**src/bfknn_ram.sv**
```systemverilog
// Generic single-write, single-read RAM with registered read data.
`timescale 1ns / 1ps

module bfknn_ram #(
   parameter int WIDTH = 16,
   parameter int DEPTH = 128
) (
   input  logic                                   clock,
   input  logic                                   wr_en,
   input  logic [((DEPTH > 1) ? $clog2(DEPTH) : 1)-1:0] wr_addr,
   input  logic [WIDTH-1:0]                       wr_data,
   input  logic                                   rd_en,
   input  logic [((DEPTH > 1) ? $clog2(DEPTH) : 1)-1:0] rd_addr,
   output logic [WIDTH-1:0]                       rd_data
);

   logic [WIDTH-1:0] mem [DEPTH];

   always_ff @(posedge clock) begin
      if (wr_en) begin
         mem[wr_addr] <= wr_data;
      end
      if (rd_en) begin
         rd_data <= mem[rd_addr];
      end
   end

endmodule

```
**config.mk**
```make
export PLATFORM = sky130hd
export DESIGN_NAME = bfknn_ram
export DESIGN_NICKNAME = d
export VERILOG_FILES = /design/src/bfknn_ram.sv
export SDC_FILE = /design/constraint.sdc
export NUM_CORES = 2
export LEC_CHECK = 0
export ABC_AREA = 0
export BUFFER_PORTS_ARGS = -buffer_cell sky130_fd_sc_hd__clkbuf_2
export CORE_ASPECT_RATIO = 1.25
export CORE_MARGIN = 8
export CORE_UTILIZATION = 55
export CTS_CLUSTER_DIAMETER = 80
export DETAILED_ROUTE_END_ITERATION = 7
export PLACE_DENSITY = 0.71
export SYNTH_ARGS = -nofsm -noshare
export SYNTH_HDL_FRONTEND = slang
export SYNTH_SLANG_ARGS = --single-unit
```
**constraint.sdc**
```tcl
create_clock -name clock -period 4.83 [get_ports clock]
set_input_delay 0.966 -clock clock [delete_from_list [all_inputs] [get_ports clock]]
set_output_delay 0.966 -clock clock [all_outputs]
set_load 0.01 [all_outputs]
```
==> impl_metrics.yaml <==
status:
  status: "completed"
floorplan:
  dieArea_mm2: 0.155
  die_height_um: 439
  io_pins: 49
  rows: 155
  die_w_um: 354
  start_util_pct: 55.3
  core_mm2: 0.142
route:
  wl_per_cell_um: 34.9
  viasPerCell: 6.62
  drtAntennaViolNets: 0
  routed_wl_mm: 189
  first_iter_violations: 4924
  remaining_drc_errors: 0
  vias: 35800
  firstDrtPassIters: 5
sta:
  hold_viol: 0
  rsz0062_at_grt: "no"
  post-route-period-util_pct: 69.3
  slew_headroom_pct: 23.3
  max_freq_mhz: 299
  tightestPinTransition_ns: 1.15
  setup-tns-final_ns: 0
  slew_viol_final: 0
  timing.final.crit_period_ns: 3.35
  skew_ns: 0.0286
  hold_ws_ns: 0.652
  setup_viol: 0
clocking:
  cts_buffers: 181
  post_cts_buffers: 0
  clock-sinks: 2064
  cts_max_level: 4
  cts_hold_buf: 0
  ctsRootBufferMaster: "clkbuf_16"
  path_clk_slew_ns: 0.06
  cts_resized: 0
  clockBufferDepth: 3
  cts_tree: "done"
  clk_latency_ns: 0.81
layout:
  drive_gt1_share_pct: 34.4
  syn_to_final_growth_pct: 12.5
  fin_nets: 3407
  fill_cells: 9186
  fin_util_pct: 62.2
  multi_input_comb_area_mm2: 0.0161
  regArea_mm2: 0.0620
yosys:
  post-synth-top-area-cell: "edfxtp_1"
  async_flop_share_pct: 0
  synth_cell_types: 16
  yosys-top-cells-count: "edfxtp_1 (2064), mux4_2 (672), nor2_1 (122)"
  synthTopCellsByArea: "edfxtp_1 (79%), mux4_2 (19%), nor2_1 (0.58%)"
  syn-num-nets: 3119
  ys.flop_type: "edfxtp_1"
  netlist_area_mm2: 0.0787
  avgSynthCellArea_um2: 25.5
  synth-warning-count: 0
  syn_inst: 3086
  synth_seq_cells: 2064
  ys_seq_area_share_pct: 78.8
  yosysTopAreaCellShare_pct: 78.8
  synth_most_common_cell: "edfxtp_1"
  synth-edff-count: 2064
placed_design:
  portBuffers: 48
  hpwlAfterDp_mm: 109
  gp_congestion: 0.813
min_path:
  hold_class: "in2reg"
global_routing:
  grt_pass1_vias: 36300
  grt.overflow.total: 0
  track_usage_pct: 24.2
  grt_pass1_wl_mm: 267
  grt_start_max_net_pins: 106
  antenna_found_initial: 19
setup_path:
  cp-end-kind: "flop"
  cp.arrival_ns: 3.90
  critical_path.startpoint_type: "input pin"
  critPathMaxFanout: 47
  cp.required_ns: 5.38
  worst-setup-path-type: "in2reg"
pwr:
  ir_worst_vdd_uv: 372
  powerDensity_mw_per_mm2: 405
  p_leak_uw: 0.0274
flow_run:
  cap_violations: 0
[logic make-up after synthesis]
group | after synthesis | share of synthesized area (%)
simple gates | 170 | 0.886
mux | 688 | 19.5
flops | 2064 | 78.8
buf+inv | 164 | 0.879
[cell type report]
cell class / instances / share of cell area (%)
antenna: 7 / 0.0198
clock inverter: 103 / 1.11
clock buffer: 225 / 5.40
sequential: 2064 / 70.0
timing repair buffer: 269 / 2.63
tap: 1884 / 2.66
multi-input combinational: 858 / 18.1
[per-layer routing]
layer / share of wire (%) / track usage (%)
met1: 37 / 32.8
met4: 2.7 / 7.09
met2: 50 / 39.8
met3: 10 / 5.71
met5: 0.014 / 0
[per-stage QoR]
| step | setup slack (ns) | total power [uW] | instance area, um^2 | std cells |
|---|---|---|---|---|
| 2_1_floorplan | 1.23 | 21200 | 78700 | 3086 |
| 3_3_place_gp | 0.676 | 22000 | 82700 | 5075 |
| 3_5_place_dp | 0.650 | 22000 | 82700 | 5075 |
| 4_1_cts | 1.51 | 36000 | 88500 | 5403 |
| 5_1_grt | 1.43 | 36700 | 88500 | 5405 |
| 6_report | 1.48 | 35800 | 88500 | 5410 |
[registers in the layout, indices dropped and copies added (netlist names)]
signal and flops:
mem 2048, rd_data 16
[final timing paths]
check                                           start                    end  slack (ns)  cells past startpoint
worst max-delay path                       rd_addr[0]   rd_data[8]$_DFFE_PP_        1.48                      7
worst min-delay path                       wr_data[6]  mem[103][6]$_DFFE_PP_        0.65                      1
worst max register to register   mem[77][2]$_DFFE_PP_   rd_data[2]$_DFFE_PP_        2.12                      4
worst min register to register  mem[45][11]$_DFFE_PP_  rd_data[11]$_DFFE_PP_        1.24                      4
[power breakdown]
part | switching (uW) | total [uW] | internal, uW
Sequential | 41.2 | 19800 | 19800
Clock | 6250 | 14200 | 7930
Combinational | 1070 | 1810 | 745
Total | 7360 | 35800 | 28500
[placed cells by master (no fill, tap or decap), types with 17 or more instances in the layout]
cell type  count
bufinv_16     17
edfxtp_1    2064
clkbuf_16    185
clkbuf_1      40
nor2_1       122
clkinv_1      44
clkbuf_2      28
mux4_2       672
buf_12        28
clkinv_2      26
buf_4        209
[worst max-delay path: stages]
cell and delay [ns]:
buf_8 0.21, buf_12 0.26, buf_12 0.35, mux4_2 0.60
mux4_2 0.49, mux4_2 0.60, mux2_2 0.32
Note: power is estimated with default switching activity, not from simulation.
