$ cat src/bfknn_pkg.sv
// Shared constants, types and codes for the k-nearest-neighbor search core.
`timescale 1ns / 1ps

package bfknn_pkg;

   // Sizing
   localparam int MAX_NEIGHBORS = 32;
   localparam int MAX_DIM       = 128;
   localparam int INDEX_BITS    = 20;

   // Fixed field widths
   localparam int COORD_W = 16;
   localparam int SQ_W    = 2 * COORD_W;
   localparam int DIST_W  = 48;
   localparam int K_W     = 6;
   localparam int LEN_W   = 8;

   // Derived widths
   localparam int POS_W  = (MAX_DIM > 1) ? $clog2(MAX_DIM) : 1;
   localparam int LENE_W = $clog2(MAX_DIM + 1);
   localparam int FILL_W = $clog2(MAX_NEIGHBORS + 1);

   // Configuration port
   localparam int CSR_INDEX_W = 1;
   localparam int CSR_DATA_W  = LEN_W;

   typedef enum logic [CSR_INDEX_W-1:0] {
      CSR_NEIGHBOR_COUNT = 1'b0,
      CSR_VECTOR_LENGTH  = 1'b1
   } csr_index_type;

   typedef enum logic {
      KIND_QUERY = 1'b0,
      KIND_POINT = 1'b1
   } kind_type;

   typedef enum logic [2:0] {
      ST_IDLE,
      ST_SQUARE,
      ST_ACCUM,
      ST_INSERT,
      ST_EMIT
   } state_type;

   // Control broadcast to every cell of the sorted list
   typedef struct packed {
      logic insert;
      logic drain;
   } cell_ctrl_type;

endpackage

$ cat src/bfknn_cell.sv
// One entry of the sorted nearest-neighbor list: compare, shift in, shift out.
`timescale 1ns / 1ps

module bfknn_cell
   import bfknn_pkg::*;
(
   input  logic                  clock,
   input  cell_ctrl_type         ctrl,
   input  logic                  entry_valid,
   input  logic [DIST_W-1:0]     new_dist,
   input  logic [INDEX_BITS-1:0] new_index,
   input  logic                  prev_lt,
   input  logic [DIST_W-1:0]     prev_dist,
   input  logic [INDEX_BITS-1:0] prev_index,
   input  logic [DIST_W-1:0]     next_dist,
   input  logic [INDEX_BITS-1:0] next_index,
   output logic [DIST_W-1:0]     entry_dist,
   output logic [INDEX_BITS-1:0] index,
   output logic                  lt
);

   logic [DIST_W-1:0]     dist_ff, dist_in;
   logic [INDEX_BITS-1:0] index_ff, index_in;

   // Strictly closer than this entry; an empty entry loses to anything
   assign lt = !entry_valid || (new_dist < dist_ff);

   always_comb begin
      dist_in  = dist_ff;
      index_in = index_ff;
      if (ctrl.insert) begin
         if (prev_lt) begin
            dist_in  = prev_dist;
            index_in = prev_index;
         end else if (lt) begin
            dist_in  = new_dist;
            index_in = new_index;
         end
      end else if (ctrl.drain) begin
         dist_in  = next_dist;
         index_in = next_index;
      end
   end

   always_ff @(posedge clock) begin
      dist_ff  <= dist_in;
      index_ff <= index_in;
   end

   assign entry_dist = dist_ff;
   assign index      = index_ff;

endmodule

$ cat config.mk
export PLATFORM = sky130hd
export DESIGN_NAME = bfknn_cell
export DESIGN_NICKNAME = d
export VERILOG_FILES = /design/src/bfknn_pkg.sv /design/src/bfknn_cell.sv
export SDC_FILE = /design/constraint.sdc
export NUM_CORES = 1
export LEC_CHECK = 0
export CORE_AREA = 2 2 108 110
export DETAILED_ROUTE_END_ITERATION = 10
export DIE_AREA = 0 0 110 112
export DONT_BUFFER_PORTS = 1
export GPL_ROUTABILITY_DRIVEN = 1
export GPL_TIMING_DRIVEN = 0
export HOLD_SLACK_MARGIN = 0.15
export SLEW_MARGIN = 40
export SYNTH_ARGS = -nofsm -noshare
export SYNTH_HDL_FRONTEND = slang
export SYNTH_SLANG_ARGS = --single-unit
export TNS_END_PERCENT = 30
$ cat constraint.sdc
create_clock -name clock -period 4.85 [get_ports clock]
set_input_delay 1.455 -clock clock [delete_from_list [all_inputs] [get_ports clock]]
set_output_delay 1.455 -clock clock [all_outputs]
set_load 0.03 [all_outputs]
==> impl_results.rst <==
.. list-table::
   :header-rows: 1

   * - Metric
     - Value
   * - Commonest cells in the synthesized netlist
     - sky130_fd_sc_hd__a21oi_1 (89), sky130_fd_sc_hd__nor2_1 (72), sky130_fd_sc_hd__edfxtp_1 (68), sky130_fd_sc_hd__mux2i_1 (68), sky130_fd_sc_hd__inv_1 (48)
   * - Die footprint
     - 12,300 um2
   * - CTS tree
     - done
   * - Peak Freq
     - 216 MHz
   * - IO Pins
     - 278
   * - Data arrival time of the critical path
     - 3.18 ns
   * - Critical Path Fanout Max
     - 2
   * - Clock root cell
     - sky130_fd_sc_hd__clkbuf_16
   * - Average vias per placed instance
     - 5.65
   * - DR pass1 iterations
     - 5
   * - HP Class
     - in -> reg
   * - Standard-cell rows
     - 39
   * - Fraction of layout cells with a size suffix above 1
     - 6.19%
   * - Post-synthesis area per instance
     - 9.88 um2
   * - Post-route worst hold slack
     - 1.35 ns
   * - Filler Cells Inserted
     - 1,063
   * - Maximum number of pins on one net before global-route repair
     - 40
   * - Number of failing hold endpoints at the final stage
     - 0
   * - Multi-input logic area
     - 2330 um2
   * - Async set or reset register ratio after synthesis
     - 0%
   * - TritonCTS buffer count
     - 9
   * - Layout Nets
     - 736
   * - Vias in the first global route
     - 3,570
   * - Routed len/inst
     - 20.4 um
   * - Crit path cell chain
     - ha_1, a211oi_1, o21ai_1, a221oi_2, o211ai_1, a211oi_2, nand2b_4
   * - Final cell count without fillers
     - 628
   * - DRC violation count after routing
     - 0
   * - Critical path endpoint category
     - output port
   * - Starting Density
     - 41.3%
   * - Largest buffer count on any clock path
     - 2
   * - Most frequently used cell type in the post-synthesis netlist
     - sky130_fd_sc_hd__a21oi_1
   * - Chip width
     - 110 um
   * - Final GP Congestion
     - 0.815
   * - CTS clk-pin slew, worst paths
     - 0.06 ns
   * - Relative area change from synthesis to final layout
     - 12.5%
   * - Remaining Overflow, GRT
     - 0
   * - Number of antenna violations at the first check in global routing
     - 0
   * - RSZ-0062 raised after global routing
     - false
   * - Level count of the clock H-tree
     - 3
   * - Slowest stage cell, crit path
     - sky130_fd_sc_hd__a211oi_2
   * - Max-cap viol count
     - 0
   * - Area contributors post-synth
     - sky130_fd_sc_hd__edfxtp_1 (44%), sky130_fd_sc_hd__mux2i_1 (15%), sky130_fd_sc_hd__ha_1 (13%)
   * - Wire length after detailed routing
     - 12.8 mm
   * - Fraction of power consumed by combinational cells
     - 14.7%
   * - Area occupied by registers
     - 2040 um2
   * - Final-report setup violation count
     - 0
   * - Count of hold buffers inserted by post-cts repair
     - 0
   * - Crit path largest cell delay
     - 0.34 ns
   * - Sequential fraction of design power
     - 45.9%
   * - Required time of the critical path
     - 3.39 ns
   * - Switching Share
     - 29.8%
   * - Ratio of total power to cell area
     - 370 nW/um2
   * - Net switching power figure
     - 0.572 mW
   * - Worst vdd ir
     - 0.195 mV
   * - Startpoint-to-endpoint class of the critical path
     - in -> out
   * - Fin crit period
     - 4.64 ns
   * - Cell taking the most area after synthesis
     - sky130_fd_sc_hd__edfxtp_1
   * - Proportion of netlist area held by the largest area contributor
     - 44.3%
   * - Number of DRC markers in iteration 0
     - 148
   * - Number of clock sinks
     - 68
   * - Leakage power figure
     - 2.32 nW
   * - Outcome
     - complete, no violations
   * - Number of synthesized register bits
     - 68
   * - Number of warnings printed during yosys synthesis
     - 0
   * - Area of the core
     - 11,200 um2
   * - Largest clock skew in the final design
     - 0.00696 ns
   * - Placed Instances
     - 611
   * - Internal power component
     - 1.35 mW
   * - Chip Height
     - 112 um
   * - Wire length of the first global-routing pass
     - 18.4 mm
   * - Count of vias placed by the detailed router
     - 3,550
   * - Post-synthesis cell type count
     - 29
   * - Share of the clock period used by the worst path after layout
     - 95.6%
   * - Area of the mapped netlist
     - 4610 um2
   * - Most used DFF post-synth
     - sky130_fd_sc_hd__edfxtp_1
   * - EDFF count, synth
     - 68
   * - Worst relative slew slack
     - 56.9%
   * - Number of slew-limit violations in the final report
     - 0
   * - Dpl hpwl
     - 10.3 mm
   * - Proportion of synthesized chip area in sequential cells
     - 44.3%
   * - Antenna Violating Nets Remaining
     - 0
   * - Post-synthesis instance total
     - 467
   * - Total routing usage reported by global routing
     - 20.0%
   * - N_diodes
     - 0
   * - Net count after synthesis
     - 723
   * - Slew at the pin closest to its max-slew limit
     - 0.646 ns
   * - Later-pin clock latency in the skew report
     - 0.33 ns
   * - Number of buffer cells added on primary ports
     - 0
   * - Proportion of power drawn by the clock network
     - 39.5%
   * - Startpoint type of the worst setup path
     - input pin
   * - Post-layout utilization of the core
     - 46.5%
power by group through the flow:
stage	registers, mW	clock network [mW]	logic, mW
6_report	0.881	0.758	0.282
5_1_grt	0.888	0.796	0.323
4_1_cts	0.882	0.773	0.277
3_5_place_dp	0.894	0	0.276
3_3_place_gp	0.895	0	0.262
2_1_floorplan	0.877	0	0.212
per-layer routing:
layer,GRT usage (%),part of all wire (%)
met4,6.24,1.1
met3,8.08,11
met5,0,0
met1,21.4,37
met2,35.5,50
metrics by stage:
step           setup TNS [ns]  total power, mW  instance area (um2)  setup WS [ns]
5_1_grt                     0             2.01                 5190         0.0534
4_1_cts                     0             1.93                 5170         0.0304
6_report                    0             1.92                 5190          0.211
3_3_place_gp                0             1.16                 4790         0.0422
2_1_floorplan               0             1.09                 4620          0.415
3_5_place_dp          -0.0299             1.17                 4830        -0.0299
critical path, delay by kind of cell:
kind | cells | cell delay [ns]
AOI/OAI and AO/OA | 5 | 1.20
adders and majority gates | 1 | 0.28
and+or+nand+nor | 1 | 0.24
cells by family (layout without fill, tap and decap cells):
logic type	after synthesis	after routing	synth area share, %
adders and majority gates	47	47	12.7
DFF	68	68	44.3
muxes	68	68	14.8
AOI/OAI and AO/OA	111	111	12.9
buffers and inverters	71	89	5.96
and+or+nand+nor	102	102	9.35
area by class of cell:
type | instances | area share [%]
sequential | 68 | 39.3
clock buffer | 10 | 4.41
timing repair buffer | 2 | 0.530
clock inverter | 6 | 2.14
inverter | 48 | 3.47
buffer | 23 | 1.83
tap | 143 | 3.45
multi-input combinational | 328 | 44.8
cells in the final DEF, fill, tap and decap left out, types with 2 or more instances in the layout:
| cell type | count |
|---|---|
| sky130_fd_sc_hd__clkbuf_1 | 13 |
| sky130_fd_sc_hd__buf_2 | 7 |
| sky130_fd_sc_hd__inv_1 | 48 |
| sky130_fd_sc_hd__ha_1 | 47 |
| sky130_fd_sc_hd__nand3_1 | 2 |
| sky130_fd_sc_hd__a211oi_1 | 3 |
| sky130_fd_sc_hd__buf_1 | 4 |
| sky130_fd_sc_hd__mux2i_1 | 68 |
| sky130_fd_sc_hd__clkbuf_16 | 9 |
| sky130_fd_sc_hd__o21ai_0 | 8 |
| sky130_fd_sc_hd__a21oi_1 | 89 |
| sky130_fd_sc_hd__a21o_1 | 2 |
| sky130_fd_sc_hd__edfxtp_1 | 68 |
| sky130_fd_sc_hd__nor2b_1 | 2 |
| sky130_fd_sc_hd__nand2_1 | 14 |
| sky130_fd_sc_hd__nor2_1 | 72 |
| sky130_fd_sc_hd__nand4_1 | 7 |
| sky130_fd_sc_hd__bufinv_16 | 3 |
worst paths after layout:
check	from	end	slack (ns)	cells past startpoint
worst max-delay path	new_dist[2]	lt	0.21	7
worst min-delay path	next_dist[46]	entry_dist[46]	1.35	2
worst max register to register	entry_dist[2]	index[6]	1.42	10
worst min register to register	entry_dist[15]	entry_dist[40]	2.15	7
state kept, by name, indices dropped and copies added, names as in the netlist:
name,cells
entry_dist,48
index,20
repair_timing:
item / 4_1_cts / 5_1_grt
resized for setup: 1 / 3
pin swaps: 0 / 2
buffers inserted: 0 / 1
hold endpoints to repair: 0 / 0
gates cloned: 0 / 0
setup endpoints to repair: 1 / 1
(Power assumes the default switching activity.)
